$ cat src/eod_pkg.sv
// eod_pkg: shared types and constants of the energy onset detector
// depends on nothing; every other file of the block uses it
package eod_pkg;

    // fixed field widths
    localparam int WS_W        = 16;
    localparam int THR_W       = 10;
    localparam int CNT_W       = 16;
    localparam int WIN_START_W = 32;
    localparam int LEVEL_W     = 13;
    localparam int LVL_W       = 12;
    localparam int CFG_ADDR_W  = 3;
    localparam int CFG_DATA_W  = 32;

    // log2 unit: Q30 mantissa, 16 fraction bits
    localparam int MANT_W = 31;
    localparam int FRAC_W = 16;
    localparam int ITER_W = 4;

    // 160*log10(2) in Q16, converts octaves to 1/16 dB
    localparam logic [21:0] DB_PER_OCTAVE_Q16 = 22'd3156528;
    localparam logic [LVL_W-1:0] SILENT_LEVEL = 12'd3200;

    // register map
    localparam logic REG_WINDOW_SAMPLES = 1'b0;
    localparam logic REG_RISE_THRESHOLD = 1'b1;
    localparam logic [WS_W-1:0]  WINDOW_SAMPLES_RST = 16'd960;
    localparam logic [THR_W-1:0] RISE_THRESHOLD_RST = 10'd96;

    typedef enum logic [3:0] {
        ST_IDLE,
        ST_SQUARE,
        ST_ACCUM,
        ST_LOAD_S,
        ST_NORM,
        ST_ITER_MUL,
        ST_ITER_ADJ,
        ST_LOG_DONE,
        ST_LOAD_C,
        ST_SCALE_MUL,
        ST_SCALE,
        ST_HIST_INIT,
        ST_HIST_STEP,
        ST_EMIT
    } t_state;

    typedef enum logic [1:0] {
        MUL_SAMPLE,
        MUL_MANT,
        MUL_SCALE
    } t_mul_sel;

    typedef struct packed {
        logic     take;
        t_mul_sel mul_sel;
        logic     acc;
        logic     load_s;
        logic     load_c;
        logic     norm_shift;
        logic     iter_adj;
        logic     log_done;
        logic     level_silent;
        logic     level_scale;
        logic     hist_clr;
        logic     hist_step;
        logic     emit;
    } t_dp_cmd;

    typedef struct packed {
        logic close;
        logic sum_zero;
        logic norm_done;
        logic iter_last;
        logic log_is_s;
        logic hist_empty;
        logic hist_last;
        logic out_free;
    } t_dp_status;

endpackage

$ cat src/eod_if.sv
// eod_if: valid/ready channels of the energy onset detector
// sample word in, window word out; depends on eod_pkg
interface eod_in_if #(
    parameter int SAMPLE_BITS = 16
) ();
    logic                          valid;
    logic                          ready;
    logic signed [SAMPLE_BITS-1:0] sample;
    logic                          end_of_range;

    modport source (output valid, sample, end_of_range, input ready);
    modport sink   (input valid, sample, end_of_range, output ready);
endinterface

interface eod_out_if ();
    logic                                    valid;
    logic                                    ready;
    logic [eod_pkg::WIN_START_W-1:0]         window_start;
    logic signed [eod_pkg::LEVEL_W-1:0]      level_db;
    logic                                    onset;
    logic                                    range_done;

    modport source (output valid, window_start, level_db, onset, range_done, input ready);
    modport sink   (input valid, window_start, level_db, onset, range_done, output ready);
endinterface

$ cat src/eod_cfg.sv
// eod_cfg: APB register file with window length and rise threshold
// depends on eod_pkg
module eod_cfg (
    input  logic                             i_clk,
    input  logic                             i_rst_n,
    input  logic                             psel,
    input  logic                             penable,
    input  logic                             pwrite,
    input  logic [eod_pkg::CFG_ADDR_W-1:0]   paddr,
    input  logic [eod_pkg::CFG_DATA_W-1:0]   pwdata,
    output logic [eod_pkg::CFG_DATA_W-1:0]   prdata,
    output logic                             pready,
    output logic [eod_pkg::WS_W-1:0]         o_window_samples,
    output logic [eod_pkg::THR_W-1:0]        o_rise_threshold
);
    import eod_pkg::*;

    logic [WS_W-1:0]  r_window_samples;
    logic [THR_W-1:0] r_rise_threshold;
    logic             wr_en;

    assign pready = 1'b1;
    assign wr_en  = psel && penable && pwrite && pready;

    always_ff @(posedge i_clk) begin
        if (!i_rst_n) begin
            r_window_samples <= WINDOW_SAMPLES_RST;
            r_rise_threshold <= RISE_THRESHOLD_RST;
        end else if (wr_en) begin
            case (paddr[2])
                REG_WINDOW_SAMPLES: r_window_samples <= pwdata[WS_W-1:0];
                REG_RISE_THRESHOLD: r_rise_threshold <= pwdata[THR_W-1:0];
                default: ;
            endcase
        end
    end

    always_comb begin
        case (paddr[2])
            REG_WINDOW_SAMPLES: prdata = CFG_DATA_W'(r_window_samples);
            REG_RISE_THRESHOLD: prdata = CFG_DATA_W'(r_rise_threshold);
            default:            prdata = '0;
        endcase
    end

    assign o_window_samples = r_window_samples;
    assign o_rise_threshold = r_rise_threshold;

endmodule

$ cat src/eod_ctrl.sv
// eod_ctrl: sequencer of the energy onset detector
// steps the datapath through accumulate, log2, scale and history; depends on eod_pkg
module eod_ctrl (
    input  logic                i_clk,
    input  logic                i_rst_n,
    input  logic                i_in_valid,
    output logic                o_in_ready,
    input  eod_pkg::t_dp_status i_status,
    output eod_pkg::t_dp_cmd    o_cmd
);
    import eod_pkg::*;

    t_state r_state;
    t_state n_state;

    always_ff @(posedge i_clk) begin
        if (!i_rst_n) begin
            r_state <= ST_IDLE;
        end else begin
            r_state <= n_state;
        end
    end

    always_comb begin
        n_state = r_state;
        case (r_state)
            ST_IDLE:      if (i_in_valid) n_state = ST_SQUARE;
            ST_SQUARE:    n_state = ST_ACCUM;
            ST_ACCUM:     n_state = i_status.close ? ST_LOAD_S : ST_IDLE;
            ST_LOAD_S:    n_state = i_status.sum_zero ? ST_HIST_INIT : ST_NORM;
            ST_NORM:      if (i_status.norm_done) n_state = ST_ITER_MUL;
            ST_ITER_MUL:  n_state = ST_ITER_ADJ;
            ST_ITER_ADJ:  n_state = i_status.iter_last ? ST_LOG_DONE : ST_ITER_MUL;
            ST_LOG_DONE:  n_state = i_status.log_is_s ? ST_LOAD_C : ST_SCALE_MUL;
            ST_LOAD_C:    n_state = ST_NORM;
            ST_SCALE_MUL: n_state = ST_SCALE;
            ST_SCALE:     n_state = ST_HIST_INIT;
            ST_HIST_INIT: n_state = i_status.hist_empty ? ST_EMIT : ST_HIST_STEP;
            ST_HIST_STEP: if (i_status.hist_last) n_state = ST_EMIT;
            ST_EMIT:      if (i_status.out_free) n_state = ST_IDLE;
            default:      n_state = ST_IDLE;
        endcase
    end

    always_comb begin
        o_cmd         = '0;
        o_cmd.mul_sel = MUL_MANT;
        o_in_ready    = 1'b0;
        case (r_state)
            ST_IDLE: begin
                o_in_ready = 1'b1;
                o_cmd.take = i_in_valid;
            end
            ST_SQUARE:    o_cmd.mul_sel = MUL_SAMPLE;
            ST_ACCUM:     o_cmd.acc = 1'b1;
            ST_LOAD_S: begin
                o_cmd.load_s       = 1'b1;
                o_cmd.level_silent = i_status.sum_zero;
            end
            ST_NORM:      o_cmd.norm_shift = 1'b1;
            ST_ITER_MUL:  o_cmd.mul_sel = MUL_MANT;
            ST_ITER_ADJ:  o_cmd.iter_adj = 1'b1;
            ST_LOG_DONE:  o_cmd.log_done = 1'b1;
            ST_LOAD_C:    o_cmd.load_c = 1'b1;
            ST_SCALE_MUL: o_cmd.mul_sel = MUL_SCALE;
            ST_SCALE:     o_cmd.level_scale = 1'b1;
            ST_HIST_INIT: o_cmd.hist_clr = 1'b1;
            ST_HIST_STEP: o_cmd.hist_step = 1'b1;
            ST_EMIT:      o_cmd.emit = i_status.out_free;
            default: ;
        endcase
    end

endmodule

$ cat src/eod_dp.sv
// eod_dp: datapath of the energy onset detector
// square/accumulate, shared multiplier, iterative log2, level history; depends on eod_pkg
module eod_dp #(
    parameter int HISTORY_LEN   = 5,
    parameter int SAMPLE_BITS   = 16,
    parameter int POSITION_BITS = 32
) (
    input  logic                               i_clk,
    input  logic                               i_rst_n,
    input  eod_pkg::t_dp_cmd                   i_cmd,
    output eod_pkg::t_dp_status                o_status,
    input  logic [eod_pkg::WS_W-1:0]           i_window_samples,
    input  logic [eod_pkg::THR_W-1:0]          i_rise_threshold,
    input  logic signed [SAMPLE_BITS-1:0]      i_sample,
    input  logic                               i_end_of_range,
    input  logic                               i_out_ready,
    output logic                               o_out_valid,
    output logic [eod_pkg::WIN_START_W-1:0]    o_window_start,
    output logic signed [eod_pkg::LEVEL_W-1:0] o_level_db,
    output logic                               o_onset,
    output logic                               o_range_done
);
    import eod_pkg::*;

    localparam int SUM_W  = 2 * SAMPLE_BITS + 14;
    localparam int NORM_W = (SUM_W > MANT_W) ? SUM_W : MANT_W;
    localparam int TOP_W  = $clog2(NORM_W);
    localparam int LOG_W  = TOP_W + FRAC_W;
    localparam int DIFF_W = LOG_W + 2;
    localparam int MAG_W  = LOG_W + 1;
    localparam int OFS    = 2 * (SAMPLE_BITS - 1) * (2 ** FRAC_W);
    localparam int PROD_W = 2 * MANT_W;
    localparam int HC_W   = $clog2(HISTORY_LEN + 1);
    localparam int HI_W   = (HISTORY_LEN > 1) ? $clog2(HISTORY_LEN) : 1;
    localparam int TERM_W = 15;
    localparam int ACC_W  = TERM_W + HC_W;

    // sample side
    logic [SAMPLE_BITS-1:0] raw_u;
    logic [SAMPLE_BITS-1:0] smag_in;
    logic [SAMPLE_BITS-1:0] r_smag;
    logic                   r_last;
    logic [SUM_W-1:0]       r_sum;
    logic [CNT_W-1:0]       r_cnt;
    logic [WS_W-1:0]        limit;
    logic                   close;
    logic [POSITION_BITS-1:0]    r_origin;
    logic [POSITION_BITS+31:0]   origin_ext;

    // shared multiplier
    logic [MANT_W-1:0] mul_a;
    logic [MANT_W-1:0] mul_b;
    logic [PROD_W-1:0] r_prod;

    // log2 unit
    logic [NORM_W-1:0] r_norm;
    logic [TOP_W-1:0]  r_top;
    logic [FRAC_W-1:0] r_frac;
    logic [ITER_W-1:0] r_iter;
    logic              r_src;
    logic [LOG_W-1:0]  r_log_s;
    logic [LOG_W-1:0]  log_cur;
    logic              norm_done;
    logic              sq_bit;
    logic [MANT_W-1:0] mant_next;
    logic signed [DIFF_W-1:0] diff;
    logic [MAG_W-1:0]  mag_next;
    logic [MAG_W-1:0]  r_mag;

    // level scaling
    logic [PROD_W-1:0]    rnd;
    logic [PROD_W-33:0]   lv_raw;
    logic [LVL_W-1:0]     level_next;
    logic [LVL_W-1:0]     r_level;

    // history, levels kept as magnitudes (newest at entry 0)
    logic [LVL_W-1:0]          r_hist [HISTORY_LEN];
    logic [HC_W-1:0]           r_hcnt;
    logic [HI_W-1:0]           r_hidx;
    logic signed [ACC_W-1:0]   r_hacc;
    logic                      r_rise;
    logic [LVL_W-1:0]          hist_rd;
    logic signed [TERM_W-1:0]  term;
    logic                      rise_now;
    logic                      hist_last;
    logic                      onset_now;

    // output word
    logic                       r_out_valid;
    logic [WIN_START_W-1:0]     r_o_start;
    logic signed [LEVEL_W-1:0]  r_o_level;
    logic                       r_o_onset;
    logic                       r_o_done;
    logic                       out_free;

    assign raw_u   = i_sample;
    assign smag_in = raw_u[SAMPLE_BITS-1] ? (~raw_u + SAMPLE_BITS'(1)) : raw_u;

    assign limit = (i_window_samples == '0) ? WS_W'(1) : i_window_samples;
    assign close = (({1'b0, r_cnt} + 17'd1) >= {1'b0, limit}) || r_last;

    always_comb begin
        case (i_cmd.mul_sel)
            MUL_SAMPLE: begin
                mul_a = MANT_W'(r_smag);
                mul_b = MANT_W'(r_smag);
            end
            MUL_MANT: begin
                mul_a = r_norm[NORM_W-1 -: MANT_W];
                mul_b = r_norm[NORM_W-1 -: MANT_W];
            end
            MUL_SCALE: begin
                mul_a = MANT_W'(r_mag);
                mul_b = MANT_W'(DB_PER_OCTAVE_Q16);
            end
            default: begin
                mul_a = '0;
                mul_b = '0;
            end
        endcase
    end

    assign norm_done = r_norm[NORM_W-1] || (r_top == '0);

    // squared mantissa >= 2.0 yields a one bit and is halved
    assign sq_bit    = r_prod[PROD_W-1];
    assign mant_next = sq_bit ? r_prod[PROD_W-1 -: MANT_W] : r_prod[PROD_W-2 -: MANT_W];
    assign log_cur   = {r_top, r_frac};

    // octaves below full scale, clamped at zero
    assign diff = $signed({2'b00, log_cur}) - $signed({2'b00, r_log_s})
                + $signed(DIFF_W'(OFS));
    assign mag_next = diff[DIFF_W-1] ? '0 : diff[DIFF_W-2:0];

    assign rnd        = r_prod + (PROD_W'(1) << 31);
    assign lv_raw     = rnd[PROD_W-1:32];
    assign level_next = (lv_raw > (PROD_W-32)'(SILENT_LEVEL)) ? SILENT_LEVEL
                                                               : lv_raw[LVL_W-1:0];

    // sum over history of 2*H - 2*L - thr must come out positive
    assign hist_rd  = r_hist[r_hidx];
    assign term     = $signed({2'b00, hist_rd, 1'b0}) - $signed({2'b00, r_level, 1'b0})
                    - $signed({5'b00000, i_rise_threshold});
    assign rise_now = ($signed({2'b00, hist_rd}) - $signed({2'b00, r_level}))
                    >= $signed({4'b0000, i_rise_threshold});
    assign hist_last = ((HC_W'(r_hidx) + HC_W'(1)) == r_hcnt);
    assign onset_now = (r_hcnt != '0) && r_rise && (r_hacc > 0);

    assign out_free   = !r_out_valid || i_out_ready;
    assign origin_ext = {32'd0, r_origin};

    always_ff @(posedge i_clk) begin
        r_prod <= mul_a * mul_b;

        if (!i_rst_n) begin
            r_sum       <= '0;
            r_cnt       <= '0;
            r_origin    <= '0;
            r_hcnt      <= '0;
            r_out_valid <= 1'b0;
        end else begin
            if (i_cmd.take) begin
                r_smag <= smag_in;
                r_last <= i_end_of_range;
            end

            if (i_cmd.acc) begin
                r_sum <= r_sum + SUM_W'(r_prod[2*SAMPLE_BITS-1:0]);
                r_cnt <= r_cnt + CNT_W'(1);
            end

            if (i_cmd.load_s || i_cmd.load_c) begin
                r_norm <= i_cmd.load_s ? NORM_W'(r_sum) : NORM_W'(r_cnt);
                r_top  <= TOP_W'(NORM_W - 1);
                r_frac <= '0;
                r_iter <= '0;
                r_src  <= i_cmd.load_s;
            end else if (i_cmd.norm_shift && !norm_done) begin
                r_norm <= r_norm << 1;
                r_top  <= r_top - TOP_W'(1);
            end else if (i_cmd.iter_adj) begin
                r_norm[NORM_W-1 -: MANT_W] <= mant_next;
                r_frac <= {r_frac[FRAC_W-2:0], sq_bit};
                r_iter <= r_iter + ITER_W'(1);
            end

            if (i_cmd.log_done) begin
                if (r_src) begin
                    r_log_s <= log_cur;
                end else begin
                    r_mag <= mag_next;
                end
            end

            if (i_cmd.level_silent) begin
                r_level <= SILENT_LEVEL;
            end else if (i_cmd.level_scale) begin
                r_level <= level_next;
            end

            if (i_cmd.hist_clr) begin
                r_hidx <= '0;
                r_hacc <= '0;
                r_rise <= 1'b0;
            end else if (i_cmd.hist_step) begin
                r_hacc <= r_hacc + ACC_W'(term);
                if (r_hidx == '0) begin
                    r_rise <= rise_now;
                end
                r_hidx <= r_hidx + HI_W'(1);
            end

            if (i_cmd.emit) begin
                r_out_valid <= 1'b1;
            end else if (r_out_valid && i_out_ready) begin
                r_out_valid <= 1'b0;
            end

            if (i_cmd.emit) begin
                r_o_start   <= origin_ext[WIN_START_W-1:0];
                r_o_level   <= LEVEL_W'(0) - $signed({1'b0, r_level});
                r_o_onset   <= onset_now;
                r_o_done    <= r_last;

                for (int i = HISTORY_LEN - 1; i > 0; i--) begin
                    r_hist[i] <= r_hist[i-1];
                end
                r_hist[0] <= r_level;

                r_sum <= '0;
                r_cnt <= '0;
                if (r_last) begin
                    r_hcnt   <= '0;
                    r_origin <= '0;
                end else begin
                    r_origin <= r_origin + POSITION_BITS'(r_cnt);
                    if (r_hcnt != HC_W'(HISTORY_LEN)) begin
                        r_hcnt <= r_hcnt + HC_W'(1);
                    end
                end
            end
        end
    end

    assign o_status.close      = close;
    assign o_status.sum_zero   = (r_sum == '0);
    assign o_status.norm_done  = norm_done;
    assign o_status.iter_last  = (r_iter == ITER_W'(FRAC_W - 1));
    assign o_status.log_is_s   = r_src;
    assign o_status.hist_empty = (r_hcnt == '0);
    assign o_status.hist_last  = hist_last;
    assign o_status.out_free   = out_free;

    assign o_out_valid    = r_out_valid;
    assign o_window_start = r_o_start;
    assign o_level_db     = r_o_level;
    assign o_onset        = r_o_onset;
    assign o_range_done   = r_o_done;

    a_emit_into_free_slot: assert property (@(posedge i_clk) disable iff (!i_rst_n)
        i_cmd.emit |-> out_free)
        else $error("window word loaded while output register still full");

    a_hist_count_bound: assert property (@(posedge i_clk) disable iff (!i_rst_n)
        r_hcnt <= HC_W'(HISTORY_LEN))
        else $error("history count beyond history length");

    a_level_capped: assert property (@(posedge i_clk) disable iff (!i_rst_n)
        i_cmd.level_scale |=> r_level <= SILENT_LEVEL)
        else $error("scaled level magnitude above silence floor");

    a_window_cleared: assert property (@(posedge i_clk) disable iff (!i_rst_n)
        i_cmd.emit |=> (r_cnt == '0) && (r_sum == '0))
        else $error("window accumulator not cleared after emit");

endmodule

$ cat src/energy_onset_detector.sv
// energy_onset_detector: top level, windowed RMS level and onset flag per window
// depends on eod_pkg, eod_if, eod_cfg, eod_ctrl, eod_dp
//
// usage:
//   i_smp carries one signed sample word per handshake, with end_of_range on the
//   last sample of a range. o_win carries one word per closed window: its start
//   offset in the range, RMS level in 1/16 dB (-3200 for silence), onset flag and
//   range_done. APB registers: window_samples at 0x0, rise_threshold at 0x4.
// sequence:
//   a sample that does not close a window is accepted, squared on the shared
//   multiplier and accumulated. a closing sample also runs two log2 passes
//   through one normalizer (one bit a cycle) and 16 square-and-adjust steps,
//   then one scale multiply and one step per stored history level before the
//   result word; a silent window skips the log2 passes and the scale multiply.
//   a new sample is taken only once the previous one is through.
// reset: registers return to 960 samples and a threshold of 96, window and history
//   are empty. when the receiver stalls, a finished window word waits in the output
//   register while further samples are taken; the next closing window holds until
//   that register is free.
module energy_onset_detector #(
    parameter int HISTORY_LEN   = 5,
    parameter int SAMPLE_BITS   = 16,
    parameter int POSITION_BITS = 32
) (
    input  logic                             i_clk,
    input  logic                             i_rst_n,
    eod_in_if.sink                           i_smp,
    eod_out_if.source                        o_win,
    input  logic                             psel,
    input  logic                             penable,
    input  logic                             pwrite,
    input  logic [eod_pkg::CFG_ADDR_W-1:0]   paddr,
    input  logic [eod_pkg::CFG_DATA_W-1:0]   pwdata,
    output logic [eod_pkg::CFG_DATA_W-1:0]   prdata,
    output logic                             pready
);
    import eod_pkg::*;

    logic [WS_W-1:0]  window_samples;
    logic [THR_W-1:0] rise_threshold;
    logic             in_ready;
    t_dp_cmd          cmd;
    t_dp_status       status;

    eod_cfg u_cfg (
        .i_clk            (i_clk),
        .i_rst_n          (i_rst_n),
        .psel             (psel),
        .penable          (penable),
        .pwrite           (pwrite),
        .paddr            (paddr),
        .pwdata           (pwdata),
        .prdata           (prdata),
        .pready           (pready),
        .o_window_samples (window_samples),
        .o_rise_threshold (rise_threshold)
    );

    eod_ctrl u_ctrl (
        .i_clk      (i_clk),
        .i_rst_n    (i_rst_n),
        .i_in_valid (i_smp.valid),
        .o_in_ready (in_ready),
        .i_status   (status),
        .o_cmd      (cmd)
    );

    eod_dp #(
        .HISTORY_LEN   (HISTORY_LEN),
        .SAMPLE_BITS   (SAMPLE_BITS),
        .POSITION_BITS (POSITION_BITS)
    ) u_dp (
        .i_clk            (i_clk),
        .i_rst_n          (i_rst_n),
        .i_cmd            (cmd),
        .o_status         (status),
        .i_window_samples (window_samples),
        .i_rise_threshold (rise_threshold),
        .i_sample         (i_smp.sample),
        .i_end_of_range   (i_smp.end_of_range),
        .i_out_ready      (o_win.ready),
        .o_out_valid      (o_win.valid),
        .o_window_start   (o_win.window_start),
        .o_level_db       (o_win.level_db),
        .o_onset          (o_win.onset),
        .o_range_done     (o_win.range_done)
    );

    assign i_smp.ready = in_ready;

endmodule

$ cat src/flat_wrapper.sv
// flat-port wrapper written by rule: the top's interface ports become plain ports
module energy_onset_detector_flat import eod_pkg::*;
#(
    parameter int HISTORY_LEN   = 5,
    parameter int SAMPLE_BITS   = 16,
    parameter int POSITION_BITS = 32
)
  (i_clk, i_rst_n, psel, penable, pwrite, paddr, pwdata, prdata, pready, i_smp_valid, i_smp_sample, i_smp_end_of_range, i_smp_ready, o_win_valid, o_win_window_start, o_win_level_db, o_win_onset, o_win_range_done, o_win_ready);
  eod_in_if #(.SAMPLE_BITS(SAMPLE_BITS)) i_smp_i ();
  eod_out_if o_win_i ();
  input  logic i_clk;
  input  logic i_rst_n;
  input  logic psel;
  input  logic penable;
  input  logic pwrite;
  input  logic [eod_pkg::CFG_ADDR_W-1:0] paddr;
  input  logic [eod_pkg::CFG_DATA_W-1:0] pwdata;
  output logic [eod_pkg::CFG_DATA_W-1:0] prdata;
  output logic pready;
  input wire logic [$bits(i_smp_i.valid)-1:0] i_smp_valid;
  input wire logic [$bits(i_smp_i.sample)-1:0] i_smp_sample;
  input wire logic [$bits(i_smp_i.end_of_range)-1:0] i_smp_end_of_range;
  output wire logic [$bits(i_smp_i.ready)-1:0] i_smp_ready;
  output wire logic [$bits(o_win_i.valid)-1:0] o_win_valid;
  output wire logic [$bits(o_win_i.window_start)-1:0] o_win_window_start;
  output wire logic [$bits(o_win_i.level_db)-1:0] o_win_level_db;
  output wire logic [$bits(o_win_i.onset)-1:0] o_win_onset;
  output wire logic [$bits(o_win_i.range_done)-1:0] o_win_range_done;
  input wire logic [$bits(o_win_i.ready)-1:0] o_win_ready;
  assign i_smp_i.valid = i_smp_valid;
  assign i_smp_i.sample = i_smp_sample;
  assign i_smp_i.end_of_range = i_smp_end_of_range;
  assign i_smp_ready = i_smp_i.ready;
  assign o_win_valid = o_win_i.valid;
  assign o_win_window_start = o_win_i.window_start;
  assign o_win_level_db = o_win_i.level_db;
  assign o_win_onset = o_win_i.onset;
  assign o_win_range_done = o_win_i.range_done;
  assign o_win_i.ready = o_win_ready;
  energy_onset_detector #(.HISTORY_LEN(HISTORY_LEN), .SAMPLE_BITS(SAMPLE_BITS), .POSITION_BITS(POSITION_BITS)) u_core (.i_clk(i_clk), .i_rst_n(i_rst_n), .i_smp(i_smp_i), .o_win(o_win_i), .psel(psel), .penable(penable), .pwrite(pwrite), .paddr(paddr), .pwdata(pwdata), .prdata(prdata), .pready(pready));
endmodule
$ cat config.mk
export PLATFORM = sky130hd
export DESIGN_NAME = energy_onset_detector_flat
export DESIGN_NICKNAME = d
export VERILOG_FILES = /design/src/eod_pkg.sv /design/src/eod_if.sv /design/src/eod_cfg.sv /design/src/eod_ctrl.sv /design/src/eod_dp.sv /design/src/energy_onset_detector.sv /design/src/flat_wrapper.sv
export SDC_FILE = /design/constraint.sdc
export NUM_CORES = 2
export LEC_CHECK = 0
export CAP_MARGIN = 0
export CORE_MARGIN = 4
export CORE_UTILIZATION = 31
export CTS_CLUSTER_SIZE = 30
export DETAILED_ROUTE_END_ITERATION = 6
export DONT_BUFFER_PORTS = 1
export GPL_ROUTABILITY_DRIVEN = 0
export HOLD_SLACK_MARGIN = 0.03
export PLACE_DENSITY = 0.46
export SYNTH_ARGS = -nofsm -noshare
export SYNTH_HDL_FRONTEND = slang
export SYNTH_SLANG_ARGS = --single-unit
$ cat constraint.sdc
create_clock -name i_clk -period 8.2 [get_ports i_clk]
set_input_delay 0.82 -clock i_clk [delete_from_list [all_inputs] [get_ports i_clk]]
set_output_delay 0.82 -clock i_clk [all_outputs]
set_load 0.03 [all_outputs]
==> impl_results.md <==
* Leading cell type in the layout, fill and taps excluded: inv_1
* H-tree levels at 2
* Placement Rows at approximately 150
* Hold path depth at 0
* RSZ-0062 raised after global routing: yes
* Antenna Nets Post-Route at 0
* Crit path DAT at 8.93 ns
* Fin nets at 7562
* Most frequent cells in the layout: inv_1, fa_1, nand2_1
* Max Freq at ~120 MHz
* FF-to-FF path depth at 35
* Share of the yosys chip area belonging to registers at 0.223
* Clk pin slew, worst setup/hold paths at around 0.060 ns
* WL/cell at 20.9 microns
* CP Launch Type: flip-flop
* Post-synth EDFFs at 275
* CTS max path bufs at 3
* #FFs+latches synth at 468
* Die Wd at 427 microns
* Die height at 427 microns
* Filler cells at 17600
* Max-cap violations at 0
* Syn Std Cell Area at about 54000 sq um
* Placement Setup Slack at -0.834 ns
* Largest net degree at the start of global routing at 74
* Min-Delay Startpoint: i_smp_end_of_range
* Final Cycle Share at 1.02
* Antenna violations before repair at 2
* Cts bufs inserted at 53
* Clock skew at 0.0305 ns
* Final worst slack at -0.195 ns
* DRC viols at 0
* Total iterations of the first detailed-routing run at 7
* Hold Violations, Final at 0
* Post-route minimum period at 8.40 ns
* Congestion Overflow GR at 0
* Relative slew slack at 0.210
* CP max FO at 11
* CP endpoint kind: flip-flop
* All-Layer GR Usage at 0.200
* Hold WC Path Type: input pin to flip-flop
* Vias per inst at ~4.8
* # IOs at 141
* Final Max Slew Viols at 0
* Cell count after synthesis at 5839
* Clock root cell: clkbuf_16
* Netlist cell types at 90
* Most common flop cell mapped by yosys: edfxtp_1
* Least-Margin Pin Slew at 1.18 ns
* FFs w/ async S/R, synth at 0
* Final core occ at 0.375
* Failing checks: negative setup slack
* CTS tree: done
* Number of buffers added on ports at 0
* Vias in the first global route at 43600
* Latest clock arrival within the worst-skew pair at 0.66 ns
* Total wire length at 181 mm
* Total clock sinks at 468
* Starting DRT DRC Count at ~2700
* First-pass GRT wire length at ~270 mm
* Leading area contributor after synthesis: fa_1
* Ys Warns at 0
* Via count at between 40000 and 50000
* Core ar. at ~170000 sq um
* Status: finished, violations left
* Launch point of the worst path: u_core.u_ctrl.r_state[1]
* Final number of setup-violating endpoints at 19
* Initial Util at 0.312
* RR Startpoint: u_core.u_ctrl.r_state[1]
* Setup Total Neg Slack at -2.09 ns
* Worst path slowest cell: fa_1
* Top-area cell type share of the netlist area at 0.310
* Syn avg cell area at 9.30 sq um
* Top cells by area, synth: fa_1, edfxtp_1, ha_1
* Layout cells sized above 1 at 0.174
* Final Instance Area at 65200 sq um
* DP Area at 60800 sq um
* Hold EP: u_core.u_dp.r_last
* DPL Wire Length at 150 mm
* Die ar. at 182000 sq um
* Area grow syn2layout at 20.1%
* Setup Crit Path Kind: flip-flop to flip-flop
* CP peak stage delay at 0.56 ns
* CP most frequent cell: fa_1
* Internal reg-to-reg setup slack at -0.20 ns
* Reg2reg end: u_core.u_dp.r_prod[55]
* Worst Path Required at roughly 8.7 ns
-- how the worst max path moves through the flow --
stage / cells after the start / to / slack, ns
CTS: 37 / u_core.u_dp.r_prod[61] / -0.18
global placement: 33 / u_core.u_dp.r_prod[58] / -0.89
finish: 35 / u_core.u_dp.r_prod[55] / -0.20
floorplan: 32 / u_core.u_dp.r_prod[61] / 0.003
detailed placement: 33 / u_core.u_dp.r_prod[58] / -0.83
global route: 35 / u_core.u_dp.r_prod[45] / -0.38
-- flip-flops by register name, summed over array words and instances (netlist names), 10 cells and up, named ones only --
register and cells:
u_core.u_dp.r_log_s 22, u_core.u_dp.r_frac 16, u_core.u_dp.r_hist 59, u_core.u_dp.r_smag 16
u_core.u_dp.r_level 12, u_core.u_dp.r_hacc 18, u_core.u_dp.r_norm 46, u_core.u_cfg.o_window_samples 16
u_core.u_dp.r_sum 46, u_core.u_cfg.o_rise_threshold 10, u_core.u_dp.r_mag 23, u_core.u_dp.r_prod 62
u_core.u_dp.r_cnt 16, u_core.u_dp.o_window_start 32, u_core.u_dp.o_level_db 13, u_core.u_dp.r_origin 32
-- routing by layer --
metal  GRT usage  wire [microns]
met1       0.271           79400
met2       0.326           84000
met3      0.0209            8340
met4      0.0844            9370
met5           0               0
-- what timing repair did --
action | CTS | global route
buffers inserted | 41 | 45
gates cloned | 6 | 0
setup endpoints to repair | 35 | 35
hold buffers | 0 | 0
endpoints found under the hold margin | 0 | 0
pin swaps | 168 | 117
gates resized for setup | 301 | 177
-- cells in the mapped netlist (25+ instances only) --
cell / count
inv_1: 1112
mux2i_1: 51
and3_1: 51
a21o_1: 87
and2_1: 53
nor2_1: 538
xnor2_1: 142
nor3_1: 47
nor2b_1: 32
a22oi_1: 41
nand4_1: 32
fa_1: 840
edfxtp_1: 275
or3_1: 30
nand2b_1: 25
a21oi_1: 206
o21ai_0: 160
nand2_1: 765
dfxtp_1: 193
xor2_1: 80
a21boi_0: 29
clkbuf_1: 204
a22o_1: 26
ha_1: 395
nand3_1: 68
-- cells by family after synthesis --
group / Yosys count / share of synthesized area
flops: 468 / 0.223
buf+inv: 1375 / 0.0967
xor+xnor: 222 / 0.0358
other cells: 2 / 0.000138
fa+ha+maj: 1235 / 0.401
simple gates: 1715 / 0.137
mux: 79 / 0.0177
compound gates: 743 / 0.0887
-- cell type report --
cell class                      instances  area, sq um  share of cell area
Inverter                             1123         4250              0.0652
Tap cell                             2325         2910              0.0446
Clock buffer                           62         1390              0.0213
Clock inverter                         38          455             0.00698
Antenna cell                            5         12.5            0.000192
Timing Repair Buffer                  611         5520              0.0846
Sequential cell                       468        12100               0.186
Multi-Input combinational cell       4011        38600               0.591
-- metrics by stage --
step	instances	hold slack (ns)
after CTS	8598	0.207
after global placement	8456	0.428
after detailed placement	8456	0.428
after floorplan	5854	0.417
after global routing	8640	0.219
final	8643	0.270
-- critical path, delay by kind of cell (launching register included) --
| family | cells | cell delay, ns |
|---|---|---|
| adder cells (fa/ha/maj) | 9 | 4.40 |
| buffers and inverters | 11 | 0.92 |
| AND/OR/NAND/NOR | 6 | 0.86 |
| XOR/XNOR | 1 | 0.15 |
| AO/OA/AOI/OAI | 8 | 1.63 |
| flip-flops | 1 | 0.33 |
Power is left out: the tool's default activity adds up to more than one toggle a clock period on the data nets, which glitch-free logic cannot reach.
